### config.mk
export PLATFORM = sky130hd
export DESIGN_NAME = po_catalog_tokenizer
export DESIGN_NICKNAME = d
export VERILOG_FILES = /design/src/rtl/pct_pkg.sv /design/src/rtl/pct_step.sv /design/src/rtl/po_catalog_tokenizer.sv
export SDC_FILE = /design/constraint.sdc
export NUM_CORES = 1
export LEC_CHECK = 0
export ABC_AREA = 0
export BUFFER_PORTS_ARGS = -buffer_cell sky130_fd_sc_hd__buf_2
export CORE_ASPECT_RATIO = 0.75
export CORE_MARGIN = 10
export CORE_UTILIZATION = 52
export CTS_CLUSTER_SIZE = 14
export DETAILED_ROUTE_END_ITERATION = 8
export MAX_ROUTING_LAYER = met4
export PLACE_DENSITY = 0.74
export SETUP_SLACK_MARGIN = 0.5
export SYNTH_ARGS = -nofsm -noshare
export SYNTH_HDL_FRONTEND = slang
export SYNTH_HIERARCHICAL = 1
export SYNTH_SLANG_ARGS = --single-unit
### constraint.sdc
create_clock -name i_clk -period 4.5 [get_ports i_clk]
set_input_delay 0.225 -clock i_clk [delete_from_list [all_inputs] [get_ports i_clk]]
set_output_delay 0.225 -clock i_clk [all_outputs]
set_load 0.01 [all_outputs]
### src/rtl/pct_pkg.sv
package pct_pkg;

    typedef enum logic [1:0] {
        MODE_IDLE    = 2'd0,
        MODE_COMMENT = 2'd1,
        MODE_KEY     = 2'd2,
        MODE_STRING  = 2'd3
    } t_mode;

    typedef enum logic [1:0] {
        KIND_COMMENT = 2'd0,
        KIND_KEY     = 2'd1,
        KIND_STRING  = 2'd2
    } t_kind;

    localparam logic [7:0] CH_HASH   = 8'h23;
    localparam logic [7:0] CH_DASH   = 8'h2D;
    localparam logic [7:0] CH_LBRK   = 8'h5B;
    localparam logic [7:0] CH_RBRK   = 8'h5D;
    localparam logic [7:0] CH_SQUOTE = 8'h27;
    localparam logic [7:0] CH_DQUOTE = 8'h22;
    localparam logic [7:0] CH_BSLASH = 8'h5C;
    localparam logic [7:0] CH_SPACE  = 8'h20;
    localparam logic [7:0] CH_TAB    = 8'h09;
    localparam logic [7:0] CH_LF     = 8'h0A;
    localparam logic [7:0] CH_CR     = 8'h0D;
    localparam logic [7:0] CH_LOW_T  = 8'h74;
    localparam logic [7:0] CH_LOW_N  = 8'h6E;
    localparam logic [7:0] CH_LOW_R  = 8'h72;

    typedef struct packed {
        t_mode      mode;
        logic       esc;
        logic [7:0] quote;
        logic       pending;
    } t_state;

    typedef struct packed {
        logic       append_valid;
        logic [7:0] append_byte;
        logic       token_valid;
        t_kind      token_kind;
        logic       token_takes_text;
        logic [7:0] token_quote;
    } t_result;

    function automatic logic is_space(input logic [7:0] c);
        return (c == CH_SPACE) || (c >= CH_TAB && c <= CH_CR);
    endfunction

    function automatic logic is_key(input logic [7:0] c);
        return (c >= 8'h41 && c <= 8'h5A) || (c >= 8'h61 && c <= 8'h7A) ||
               (c == CH_DASH) || (c == CH_LBRK) || (c == CH_RBRK);
    endfunction

endpackage

### src/rtl/pct_step.sv
module pct_step (
    input  logic [7:0]       i_byte,
    input  pct_pkg::t_state  i_state,
    output pct_pkg::t_state  o_state,
    output pct_pkg::t_result o_result
);
    import pct_pkg::*;

    logic use_idle;

    always_comb begin
        o_state  = i_state;
        o_result = '{append_valid: 1'b0, append_byte: 8'h00, token_valid: 1'b0,
                     token_kind: KIND_COMMENT, token_takes_text: 1'b0,
                     token_quote: 8'h00};
        use_idle = 1'b0;

        case (i_state.mode)
            MODE_IDLE: begin
                use_idle = 1'b1;
            end
            MODE_COMMENT: begin
                if (i_byte == CH_LF) begin
                    o_result.token_valid      = 1'b1;
                    o_result.token_kind       = KIND_COMMENT;
                    o_result.token_takes_text = 1'b1;
                    o_state.pending           = 1'b0;
                    o_state.mode              = MODE_IDLE;
                end else if (i_byte != CH_CR) begin
                    o_result.append_valid = 1'b1;
                    o_result.append_byte  = i_byte;
                    o_state.pending       = 1'b1;
                end
            end
            MODE_KEY: begin
                if (is_key(i_byte)) begin
                    o_result.append_valid = 1'b1;
                    o_result.append_byte  = i_byte;
                    o_state.pending       = 1'b1;
                end else begin
                    o_state.mode = MODE_IDLE;
                    use_idle     = 1'b1;
                end
            end
            default: begin
                if (i_state.esc) begin
                    o_state.esc = 1'b0;
                    if (i_byte == CH_LOW_T) begin
                        o_result.append_valid = 1'b1;
                        o_result.append_byte  = CH_TAB;
                        o_state.pending       = 1'b1;
                    end else if (i_byte == CH_LOW_N) begin
                        o_result.append_valid = 1'b1;
                        o_result.append_byte  = CH_LF;
                        o_state.pending       = 1'b1;
                    end else if (i_byte == CH_LOW_R) begin
                        o_result.append_valid = 1'b1;
                        o_result.append_byte  = CH_CR;
                        o_state.pending       = 1'b1;
                    end
                end else if (i_byte == i_state.quote) begin
                    o_result.token_valid      = 1'b1;
                    o_result.token_kind       = KIND_STRING;
                    o_result.token_takes_text = 1'b1;
                    o_result.token_quote      = i_state.quote;
                    o_state.pending           = 1'b0;
                    o_state.mode              = MODE_IDLE;
                end else if (i_byte == CH_BSLASH) begin
                    o_state.esc = 1'b1;
                end else begin
                    o_result.append_valid = 1'b1;
                    o_result.append_byte  = i_byte;
                    o_state.pending       = 1'b1;
                end
            end
        endcase

        // idle handling, also reached by a key that ends on a non-key byte
        if (use_idle) begin
            if (i_byte == CH_SQUOTE || i_byte == CH_DQUOTE) begin
                o_state.mode  = MODE_STRING;
                o_state.quote = i_byte;
            end else if (i_byte == CH_HASH) begin
                o_state.mode         = MODE_COMMENT;
                o_result.token_valid = 1'b1;
                o_result.token_kind  = KIND_COMMENT;
            end else if (!is_space(i_byte)) begin
                o_state.mode          = MODE_KEY;
                o_result.append_valid = 1'b1;
                o_result.append_byte  = i_byte;
                o_state.pending       = 1'b1;
            end else if (i_state.pending) begin
                o_result.token_valid      = 1'b1;
                o_result.token_kind       = KIND_KEY;
                o_result.token_takes_text = 1'b1;
                o_state.pending           = 1'b0;
            end
        end
    end

endmodule

### src/rtl/po_catalog_tokenizer.sv
// channel | dir | handshake                  | payload
// in      | in  | i_in_valid / o_in_ready    | i_in_byte
// out     | out | o_out_valid / i_out_ready  | o_append_*, o_token_*
//
// One request per cycle sustained while the output is not stalled; a byte taken
// is held in the input register, then moves into the result register, which offers its result.
// The lexer step sits between the two registers and updates the mode state
// when the byte moves into the result register.
// Synchronous active-low reset clears the valids and the lexer state.
// A stalled output holds the result register and a full input register; input ready drops only then.
module po_catalog_tokenizer (
    input  logic       i_clk,
    input  logic       i_rst_n,
    input  logic       i_in_valid,
    output logic       o_in_ready,
    input  logic [7:0] i_in_byte,
    output logic       o_out_valid,
    input  logic       i_out_ready,
    output logic       o_append_valid,
    output logic [7:0] o_append_byte,
    output logic       o_token_valid,
    output logic [1:0] o_token_kind,
    output logic       o_token_takes_text,
    output logic [7:0] o_token_quote
);
    import pct_pkg::*;

    logic       r_in_valid;
    logic [7:0] r_in_byte;
    t_state     r_state;
    t_state     n_state;
    logic       r_out_valid;
    t_result    r_res;
    t_result    n_res;
    logic       advance;

    assign advance    = !r_out_valid || i_out_ready;
    assign o_in_ready = !r_in_valid || advance;

    pct_step u_step (
        .i_byte   (r_in_byte),
        .i_state  (r_state),
        .o_state  (n_state),
        .o_result (n_res)
    );

    always_ff @(posedge i_clk) begin
        if (!i_rst_n) begin
            r_in_valid  <= 1'b0;
            r_out_valid <= 1'b0;
            r_state     <= '{mode: MODE_IDLE, esc: 1'b0, quote: 8'h00, pending: 1'b0};
        end else begin
            if (o_in_ready) begin
                r_in_valid <= i_in_valid;
            end
            if (advance) begin
                r_out_valid <= r_in_valid;
                if (r_in_valid) begin
                    r_state <= n_state;
                end
            end
        end
    end

    always_ff @(posedge i_clk) begin
        if (o_in_ready && i_in_valid) begin
            r_in_byte <= i_in_byte;
        end
        if (advance && r_in_valid) begin
            r_res <= n_res;
        end
    end

    assign o_out_valid        = r_out_valid;
    assign o_append_valid     = r_res.append_valid;
    assign o_append_byte      = r_res.append_byte;
    assign o_token_valid      = r_res.token_valid;
    assign o_token_kind       = r_res.token_kind;
    assign o_token_takes_text = r_res.token_takes_text;
    assign o_token_quote      = r_res.token_quote;

endmodule
==> results of run 1 <==
-- area by class of cell --
type                            instances  area (um2)  share of cell area (%)
Timing Repair Buffer                   34       170.2                   6.557
Tap cell                               57       71.32                   2.748
Clock buffer                            7       86.33                   3.327
Clock inverter                          1       5.005                  0.1929
Multi-Input combinational cell        157        1096                   42.24
Sequential cell                        43        1151                   44.36
Inverter                                4       15.01                  0.5786
-- state kept, by name, summed over array words and instances, names as in the netlist --
name / count
o_token_takes_text: 1
o_append_byte: 8
r_in_byte: 8
o_token_quote: 8
r_in_valid: 1
o_append_valid: 1
o_token_valid: 1
r_state: 12
o_out_valid: 1
o_token_kind: 2
-- worst max-delay path: stages, from the launching register on --
cell and delay (ps):
edfxtp_1 620, or4b_1 600, a211oi_2 300, nor4_2 110, a211oi_2 350, a21oi_1 120, nand2_1 70, mux2i_1 70
-- per-layer routing --
metal	track usage, %	up-vias	share of wire (%)
li1	-	837	-
met1	17.48	822	47
met2	19.21	89	44
met3	4.899	4	7.8
met4	3.188	0	0.57
met5	-	-	0
-- power by group through the flow --
stage / Sequential, mW / Clock [mW] / Combinational, mW
CTS: 0.455 / 0.259 / 0.0661
global placement: 0.463 / 0 / 0.0650
global route: 0.458 / 0.280 / 0.0727
detailed placement: 0.464 / 0 / 0.0659
floorplan: 0.457 / 0 / 0.0542
finish: 0.455 / 0.252 / 0.0655
-- cells in the mapped netlist (2+ instances only) --
master / instances / share of area [%]
nor2_1: 7 / 1.1
and2b_2: 2 / 0.74
nor3b_1: 3 / 0.95
nor3_1: 4 / 0.85
dfxtp_1: 14 / 12
xor2_1: 8 / 3.0
or2_2: 3 / 0.79
nand2b_1: 3 / 0.79
and3b_1: 2 / 0.74
o21bai_1: 2 / 0.64
buf_6: 3 / 1.4
mux2i_1: 13 / 5.5
o21ai_0: 4 / 0.85
nand2_1: 32 / 5.1
mux2_2: 2 / 0.95
a21boi_1: 2 / 0.64
or4_1: 2 / 0.64
edfxtp_1: 29 / 37
nor4_2: 4 / 2.1
buf_2: 6 / 1.3
a22o_1: 2 / 0.74
a21boi_0: 2 / 0.64
nor2b_1: 10 / 2.6
clkbuf_1: 4 / 0.64
and2_1: 10 / 2.6
a211oi_2: 2 / 1.1
o21a_1: 2 / 0.64
inv_1: 4 / 0.64
nand3_1: 2 / 0.42
a21oi_1: 9 / 1.9
nand3b_1: 2 / 0.64
-- through the flow --
step                      util [%]  hold WS (ps)  instance area (um2)
after floorplan                  -         323.9                 2364
after global placement       56.72         400.9                 2504
after detailed placement     56.72         403.1                 2504
after CTS                    58.79         96.66                 2595
after global routing         58.79         82.06                 2595
final                        58.79         107.8                 2595
-- kinds of logic (layout without fill, tap and decap cells) --
group           Yosys count  in the layout  share of synthesized area [%]
simple gates             99             99                          25.94
flops                    43             43                          48.70
compound gates           35             35                          10.80
buf+inv                  19             46                          5.135
mux                      15             15                          6.458
xor+xnor                  8              8                          2.965
-- worst max path at each step --
stage                                  to  slack (ps)  depth (start not counted)
6_report          r_state[0]$_SDFFE_PN0P_        2120                          7
3_5_place_dp      r_state[0]$_SDFFE_PN0P_        2160                          7
4_1_cts           r_state[0]$_SDFFE_PN0P_        2160                          7
2_1_floorplan  o_append_byte[2]$_DFFE_PP_        2540                          6
5_1_grt           r_state[0]$_SDFFE_PN0P_        1880                          7
3_3_place_gp   o_append_byte[2]$_DFFE_PP_        2180                          5
==> reports/qor.yml, run 1 <==
detailed_routing:
  drc: 0
  antenna_left: 0
  drt_iter0_markers: 126
  vias_per_cell: 5.782
  num_vias: 1752
  wl_per_cell_um: 16.16
  first_pass_iters: 5
  drt-total-wl_mm: 4.896
synth:
  ys_ff_latch: 43
  netlist_instances: 219
  yosys_most_used_dff: "edfxtp_1"
  synth.avg_cell_area_um2: 10.79
  synthesis.area_um2: 2364
  synth_edf_count: 29
  async_flop_share_pct: 0
  ys_types: 56
  yosys_warnings: 6
  ys_seq_area_share_pct: 48.70
  synth_nets: 231
worst_hold_path:
  whs_path_depth: 1
  min_to: "r_in_byte[6]$_DFFE_PP_"
  hold_class: "in -> reg"
  worstHoldStart: "i_in_byte[6]"
power_and_ir_drop:
  p_leak_nw: 0.9797
  p_sw_uw: 183.6
  clkPwrFrac_pct: 32.6
  p_sw_share_pct: 23.74
  total_power_uw: 773.3
  seq_power_share_pct: 58.9
  p_per_area_nw_per_um2: 298.0
  pwr-share-comb_pct: 8.5
  internal-power_uw: 589.7
  ir_drop_mv: 0.2207
clock_network:
  postCtsSetupRepairBufs: 0
  cts_buffers: 5
  ctsResizeCount: 0
  clockBufferDepth: 2
  cts_root_buffer: "clkbuf_8"
  clk_pin_slew_ps: 80
  postCtsHoldBufs: 0
  clock_latency_ps: 300
  numClockSinks: 43
  ctsHtreeMaxLevel: 2
  cts_tree: "done"
grt:
  grt.overflow.total: 0
  grt_max_degree: 34
  track_usage_pct: 13.37
  antenna_found_initial: 0
  grt_pass1_wl_mm: 8.286
  grt_pass1_vias: 1682
timing:
  setup_ws_ps: 2116
  skew_ps: 10.61
  tightest_slew_ps: 1015
  hold_violations: 0
  timing.final.crit_share_pct: 52.97
  max_freq_ghz: 0.4195
  fin_setup_tns_ps: 0
  rsz0062_at_grt: "false"
  setup_viol: 0
  slew_headroom_pct: 32.22
  min_period_ps: 2384
  timing.final.max_slew_violations: 0
layout:
  mostFrequentLayoutCell: "buf_2"
  nets: 257
  stdcell_count: 303
  fill_cells: 373
  antenna_cells: 0
  mostFrequentLayoutCells: "buf_2 (34), nand2_1 (32), edfxtp_1 (29)"
  area_growth_pct: 9.794
  drive_above_1_share_pct: 25.20
job:
  max_cap_violations: 0
placement:
  place.gp.congestion: 0.9361
  dp_cells: 295
  pre_cts_ws_ps: 2157
  hpwl_mm: 3.539
  portBuffers: 34
floorplan:
  pin_count: 35
  die_y_um: 78.39
  dieWidth_um: 97.85
  die_area_um2: 7670
  initial_core_util_pct: 53.54
  rows: 21
  core_area_um2: 4414
critical_path:
  reg2reg_depth: 7
  path_class: "reg -> reg"
  worstPathRequired_ps: 4650
  endpoint_kind: "flop"
  reg2reg_from: "r_in_byte[2]$_DFFE_PP_"
  crit_path_start: "r_in_byte[2]$_DFFE_PP_"
  critPathLaunchType: "flop"
  crit_fanout: 16
  r2r_slack_ps: 2120
  critPathArrivalTime_ps: 2530
  rr_endpoint: "r_state[0]$_SDFFE_PN0P_"
status:
  outcome: "complete, no violations"
Note: power is estimated with default switching activity, not from simulation.
==> run 2: changes to the inputs <==
--- a/config.mk
+++ b/config.mk
@@ -5,7 +5,7 @@
 export SDC_FILE = /design/constraint.sdc
 export NUM_CORES = 1
 export LEC_CHECK = 0
-export ABC_AREA = 0
+export ABC_AREA = 1
 export BUFFER_PORTS_ARGS = -buffer_cell sky130_fd_sc_hd__buf_2
 export CORE_ASPECT_RATIO = 0.75
 export CORE_MARGIN = 10
@@ -13,7 +13,7 @@
 export CTS_CLUSTER_SIZE = 14
 export DETAILED_ROUTE_END_ITERATION = 8
 export MAX_ROUTING_LAYER = met4
-export PLACE_DENSITY = 0.74
+export PLACE_DENSITY = 0.73
 export SETUP_SLACK_MARGIN = 0.5
 export SYNTH_ARGS = -nofsm -noshare
 export SYNTH_HDL_FRONTEND = slang
==> constraint.sdc (replaced) <==
create_clock -name i_clk -period 2.4 [get_ports i_clk]
set_input_delay 0.12 -clock i_clk [delete_from_list [all_inputs] [get_ports i_clk]]
set_output_delay 0.12 -clock i_clk [all_outputs]
set_load 0.01 [all_outputs]
==> reports/qor.yml, run 2 <==
critical_path:
  path_delay_family: "simple AND/OR/NAND/NOR gates"
  reg2reg_depth: 13
  worst_path_most_repeated_cell: "nor2_1"
  max_stage_delay_ps: 420
  path_class: "reg -> reg"
  worstPathRequired_ps: 2610
  reg2reg_from: "r_in_byte[4]$_DFFE_PP_"
  crit_buf_inv: 2
  critPathArrivalTime_ps: 2150
  crit_fanout: 4
  path_cells: "buf_4 > nor2_1 > nand2_2 > o21ai_1 > nor2_1 > a21oi_4 > nand3_4 > nor2_2 > nor2_2 > inv_1 > nand3_1 > nand2_1 > nor2_1"
  critPathLaunchType: "flop"
  cp_slowest_cell: "edfxtp_1"
  r2r_slack_ps: 460
  endpoint_kind: "flop"
  rr_endpoint: "r_state[0]$_SDFFE_PN0P_"
  path_depth: 13
layout:
  fin_util_pct: 67.31
  regMostFlops: "r_state"
  mostFrequentLayoutCells: "nand2_1 (57), nor2_1 (41), inv_1 (38)"
  antenna_cells: 0
  finalInstanceArea_um2: 3279
  area_growth_pct: 25.71
  mostFrequentLayoutCell: "nand2_1"
  largest_reg_flops: 12
  drive_above_1_share_pct: 36.81
  nets: 394
synth:
  synth_common_cells: "nand2_1 (63), nor2_1 (49), inv_1 (41)"
  yosys_warnings: 6
  ys_ff_latch: 43
  synth_edf_count: 29
  synth.avg_cell_area_um2: 8.308
  synth_most_common_cell: "nand2_1"
  netlist_instances: 314
  synth_nets: 326
  async_flop_share_pct: 0
  yosys_most_used_dff: "edfxtp_1"
  yosysTopAreaCell: "edfxtp_1"
  yosys-top-cells-area: "edfxtp_1 (33%), dfxtp_1 (11%), nand2_1 (9.1%)"
  synthesis.area_um2: 2609
  ys_types: 29
  netlist.area_leader.share_pct: 33.38
  ys_seq_area_share_pct: 44.12
placement:
  place_area_um2: 2770
  hpwl_mm: 4.380
  portBuffers: 34
  place.gp.congestion: 0.9536
power_and_ir_drop:
  p_per_area_nw_per_um2: 538.0
  ir_drop_mv: 0.4104
  total_power_mw: 1.764
  p_leak_nw: 1.490
grt:
  antenna_found_initial: 0
  grt.overflow.total: 0
  grt_max_degree: 27
  grt_pass1_wl_mm: 10.33
  track_usage_pct: 16.36
  grt_pass1_vias: 2194
timing:
  skew_ps: 6.275
  tightest_slew_ps: 395.9
  setup_viol: 0
  slew_headroom_pct: 73.61
  min_period_ps: 1937
  hold_violations: 0
  timing.final.crit_share_pct: 80.72
  rsz0062_at_grt: "true"
  max_freq_ghz: 0.5162
  fin_setup_tns_ps: 0
  hold_slack_ps: 59.39
  timing.final.max_slew_violations: 0
worst_hold_path:
  worstHoldStart: "i_in_valid"
  min_to: "r_in_valid$_SDFFE_PN0P_"
  whs_path_depth: 3
  hold_class: "in -> reg"
clock_network:
  clockBufferDepth: 2
  clk_pin_slew_ps: 90
  numClockSinks: 43
  cts_tree: "done"
  ctsHtreeMaxLevel: 2
  clock_latency_ps: 310
  cts_root_buffer: "clkbuf_8"
  cts_buffers: 5
job:
  max_cap_violations: 0
floorplan:
  pin_count: 35
  die_area_um2: 8279
  core_area_um2: 4872
  die_y_um: 81.34
  initial_core_util_pct: 53.54
  dieWidth_um: 101.8
  rows: 22
detailed_routing:
  wl_per_cell_um: 14.81
  drc: 0
  num_vias: 2324
  first_pass_iters: 5
  vias_per_cell: 5.246
  drt-total-wl_mm: 6.560
  antenna_left: 0
  drt_iter0_markers: 152
status:
  outcome: "complete, no violations"
## run 2: cell types whose count changed after synthesis, moves of 7 or more
cell     change
inv_1       +37
xnor2_1      +7
xor2_1       -8
and2_1      -10
nor2_1      +42
nor2b_1     -10
a21oi_1     +13
nand2_1     +31
nand3_2     +10
nand3_1     +13
mux2i_1     -13
## run 2: cell type report
type / count / area (um2)
Inverter: 49 / 188.9
Clock buffer: 7 / 107.6
Clock inverter: 1 / 5.005
Tap cell: 60 / 75.07
Sequential cell: 43 / 1152
Timing Repair Buffer: 71 / 476.7
Multi-Input combinational cell: 212 / 1274
Fill cell: 379 / 1593
## run 2: through the flow
| step | instances | setup slack, ps |
|---|---|---|
| floorplan | 314 | 729.5 |
| global placement | 400 | 329.0 |
| detailed placement | 400 | 314.2 |
| CTS | 435 | 474.6 |
| global route | 443 | 336.3 |
| finish | 443 | 462.7 |
## run 2: report_power, final
part	internal, mW	leakage (nW)	total [mW]	switching (mW)
clock	0.295	0.0594	0.557	0.262
sequential	0.834	0.400	0.867	0.0338
combinational	0.140	1.03	0.340	0.200
## run 2: tightest hold or removal path, stage by stage
cell	delay, ps
buf_2	100
inv_1	40
a21oi_1	50
## run 2: kinds of logic after synthesis
family,count (synthesis),share of synthesized area (%)
compound gates,35,7.866
xor+xnor,7,2.350
buf+inv,59,11.18
flops,43,44.12
simple gates,170,34.48
## run 2: repair_timing
action	4_1_cts	5_1_grt
resized for setup	6	28
endpoints found under the setup margin	15	15
hold buffers	8	0
setup buffers	19	8
hold endpoints to repair	8	0
pin swaps	6	13
## run 2: metal layers
metal / GRT usage [%] / vias to the layer above / wire length, um
met5: - / - / 0
met4: 5.698 / 0 / 108
met3: 3.562 / 12 / 422
met2: 26.21 / 96 / 3108
met1: 20.03 / 1074 / 2920
li1: - / 1142 / -
## run 2: worst max-delay path by stage
| stage | start | end |
|---|---|---|
| after floorplan | r_in_byte[4]$_DFFE_PP_ | r_state[0]$_SDFFE_PN0P_ |
| after global placement | r_in_byte[0]$_DFFE_PP_ | r_state[0]$_SDFFE_PN0P_ |
| after detailed placement | r_in_byte[1]$_DFFE_PP_ | r_state[1]$_SDFFE_PN0P_ |
| after CTS | r_in_byte[2]$_DFFE_PP_ | r_state[11]$_SDFFE_PN0P_ |
| after global routing | r_in_byte[1]$_DFFE_PP_ | r_state[0]$_SDFFE_PN0P_ |
| final | r_in_byte[4]$_DFFE_PP_ | r_state[0]$_SDFFE_PN0P_ |
==> run 3: changes to the inputs <==
--- a/config.mk
+++ b/config.mk
@@ -5,15 +5,15 @@
 export SDC_FILE = /design/constraint.sdc
 export NUM_CORES = 1
 export LEC_CHECK = 0
-export ABC_AREA = 1
+export ABC_AREA = 0
 export BUFFER_PORTS_ARGS = -buffer_cell sky130_fd_sc_hd__buf_2
 export CORE_ASPECT_RATIO = 0.75
 export CORE_MARGIN = 10
-export CORE_UTILIZATION = 52
+export CORE_UTILIZATION = 51
 export CTS_CLUSTER_SIZE = 14
 export DETAILED_ROUTE_END_ITERATION = 8
 export MAX_ROUTING_LAYER = met4
-export PLACE_DENSITY = 0.73
+export PLACE_DENSITY = 0.75
 export SETUP_SLACK_MARGIN = 0.5
 export SYNTH_ARGS = -nofsm -noshare
 export SYNTH_HDL_FRONTEND = slang
==> constraint.sdc (replaced) <==
create_clock -name i_clk -period 1.6 [get_ports i_clk]
set_input_delay 0.08 -clock i_clk [delete_from_list [all_inputs] [get_ports i_clk]]
set_output_delay 0.08 -clock i_clk [all_outputs]
set_load 0.01 [all_outputs]
==> reports/qor.yml, run 3 (synthesized netlist as in run 1, its figures left out) <==
critical_path:
  reg2reg_depth: 9
  path_cells: "buf_4 > and3b_2 > o21ai_1 > a2111oi_4 > buf_4 > nor2_1 > a211o_1 > nand2_1 > mux2i_1"
  critPathLaunchType: "flop"
  critPathArrivalTime_ps: 2330
  crit_path_start: "r_in_byte[5]$_DFFE_PP_"
  rr_endpoint: "r_state[10]$_SDFFE_PN0P_"
  path_class: "reg -> reg"
  worstPathRequired_ps: 1800
  max_stage_delay_ps: 460
  worst_path_most_repeated_cell: "buf_4"
  cp-endpoint: "r_state[10]$_SDFFE_PN0P_"
  r2r_slack_ps: -530
  endpoint_kind: "flop"
  cp_slowest_cell: "edfxtp_1"
  crit_fanout: 4
  reg2reg_from: "r_in_byte[5]$_DFFE_PP_"
timing:
  fin_setup_tns_ps: -10740
  setup_viol: 33
  rsz0062_at_grt: "true"
  min_period_ps: 2133
  hold_violations: 0
  timing.final.crit_share_pct: 133.3
  setup_ws_ps: -533.0
  slew_headroom_pct: 70.05
  max_freq_ghz: 0.4688
  skew_ps: 11.38
  timing.final.max_slew_violations: 0
  tightest_slew_ps: 449.3
clock_network:
  cts_tree: "done"
  numClockSinks: 43
  cts_buffers: 5
  ctsHtreeMaxLevel: 2
  clock_latency_ps: 300
  cts_root_buffer: "clkbuf_8"
  clockBufferDepth: 2
  clk_pin_slew_ps: 90
detailed_routing:
  num_vias: 2124
  drt-total-wl_mm: 6.859
  drc: 0
  wl_per_cell_um: 17.72
  first_pass_iters: 4
  drt_iter0_markers: 153
  antenna_left: 0
  vias_per_cell: 5.488
layout:
  multi_input_area_um2: 1274
  mostFrequentLayoutCell: "buf_4"
  fin_util_pct: 80.53
  mostFrequentLayoutCells: "buf_4 (58), buf_2 (33), nand2_1 (30)"
  nets: 341
  fill_cells: 273
  finalInstanceArea_um2: 3597
  largest_reg_flops: 12
  area_growth_pct: 52.20
  antenna_cells: 0
  drive_above_1_share_pct: 52.12
  regMostFlops: "r_state"
  regArea_um2: 1154
grt:
  antenna_found_initial: 0
  grt_pass1_wl_mm: 10.79
  track_usage_pct: 17.48
  grt.overflow.total: 0
  grt_pass1_vias: 2199
  grt_max_degree: 27
status:
  outcome: "complete, but fails checks"
  violations: "negative setup slack"
power_and_ir_drop:
  total_power_mw: 2.532
  p_per_area_nw_per_um2: 703.8
  p_leak_nw: 1.526
  ir_drop_mv: 0.5934
placement:
  hpwl_mm: 4.490
  place.gp.congestion: 0.8785
  portBuffers: 34
  place_area_um2: 2944
floorplan:
  die_y_um: 78.96
  die_area_um2: 7785
  pin_count: 35
  initial_core_util_pct: 52.91
  dieWidth_um: 98.61
  rows: 21
  core_area_um2: 4467
job:
  max_cap_violations: 0
worst_hold_path:
  hold_class: "in -> reg"
run 3: cell types whose count changed in the layout (fill, tap and decap cells not counted), sizes merged, moves of 15 or more:
cell / previous run / this run
a21oi: 24 / 9
buf: 63 / 106
inv: 49 / 4
nand2: 74 / 32
nand3: 28 / 2
nor2: 58 / 7
run 3: worst min-delay path by stage:
stage | start | end | depth (start not counted)
after CTS | i_in_valid | r_in_valid$_SDFFE_PN0P_ | 3
after detailed placement | i_in_byte[7] | r_in_byte[7]$_DFFE_PP_ | 1
after global routing | i_in_valid | r_in_valid$_SDFFE_PN0P_ | 3
final | i_in_valid | r_in_valid$_SDFFE_PN0P_ | 3
after floorplan | i_in_byte[0] | r_in_byte[0]$_DFFE_PP_ | 0
after global placement | i_in_byte[6] | r_in_byte[6]$_DFFE_PP_ | 1
run 3: where the power goes:
part | total (mW) | switching [mW] | internal [mW]
Combinational | 0.421 | 0.195 | 0.226
Clock | 0.856 | 0.391 | 0.465
Sequential | 1.26 | 0.0252 | 1.23
run 3: layer usage:
metal	GRT usage, %	share of wire [%]	vias up
li1	-	-	1002
met1	20.53	44	1018
met2	29.22	48	87
met3	4.066	5.9	17
met4	5.571	1.6	0
met5	-	0	-
run 3: area by class of cell:
| class | count | share of cell area [%] |
|---|---|---|
| Clock buffer | 5 | 1.913 |
| Clock inverter | 3 | 1.217 |
| Inverter | 4 | 0.5565 |
| Multi-Input combinational cell | 157 | 35.41 |
| Sequential cell | 43 | 32.07 |
| Tap cell | 57 | 1.983 |
| Timing Repair Buffer | 118 | 26.85 |
run 3: metrics by stage:
| step | hold slack [ps] | instances | setup slack [ps] |
|---|---|---|---|
| after floorplan | 178.9 | 219 | -362.8 |
| after global placement | 257.5 | 346 | -520.4 |
| after detailed placement | 258.1 | 346 | -524.1 |
| after CTS | 19.85 | 376 | -493.6 |
| after global routing | 43.12 | 387 | -580.7 |
| final | 32.59 | 387 | -533.0 |
run 3: worst max-delay path: cells and delay by family (launching register included):
family          cells  cell delay, ps
compound gates      3             790
flops               1             460
mux                 1              70
buf+inv             2             370
simple gates        3             360
run 3: timing repair:
action,CTS,global route
endpoints found under the hold margin,8,0
cloned,2,3
gates resized for setup,35,24
setup buffers,12,8
endpoints found under the setup margin,55,55
pin swaps,8,9
hold buffers,8,0
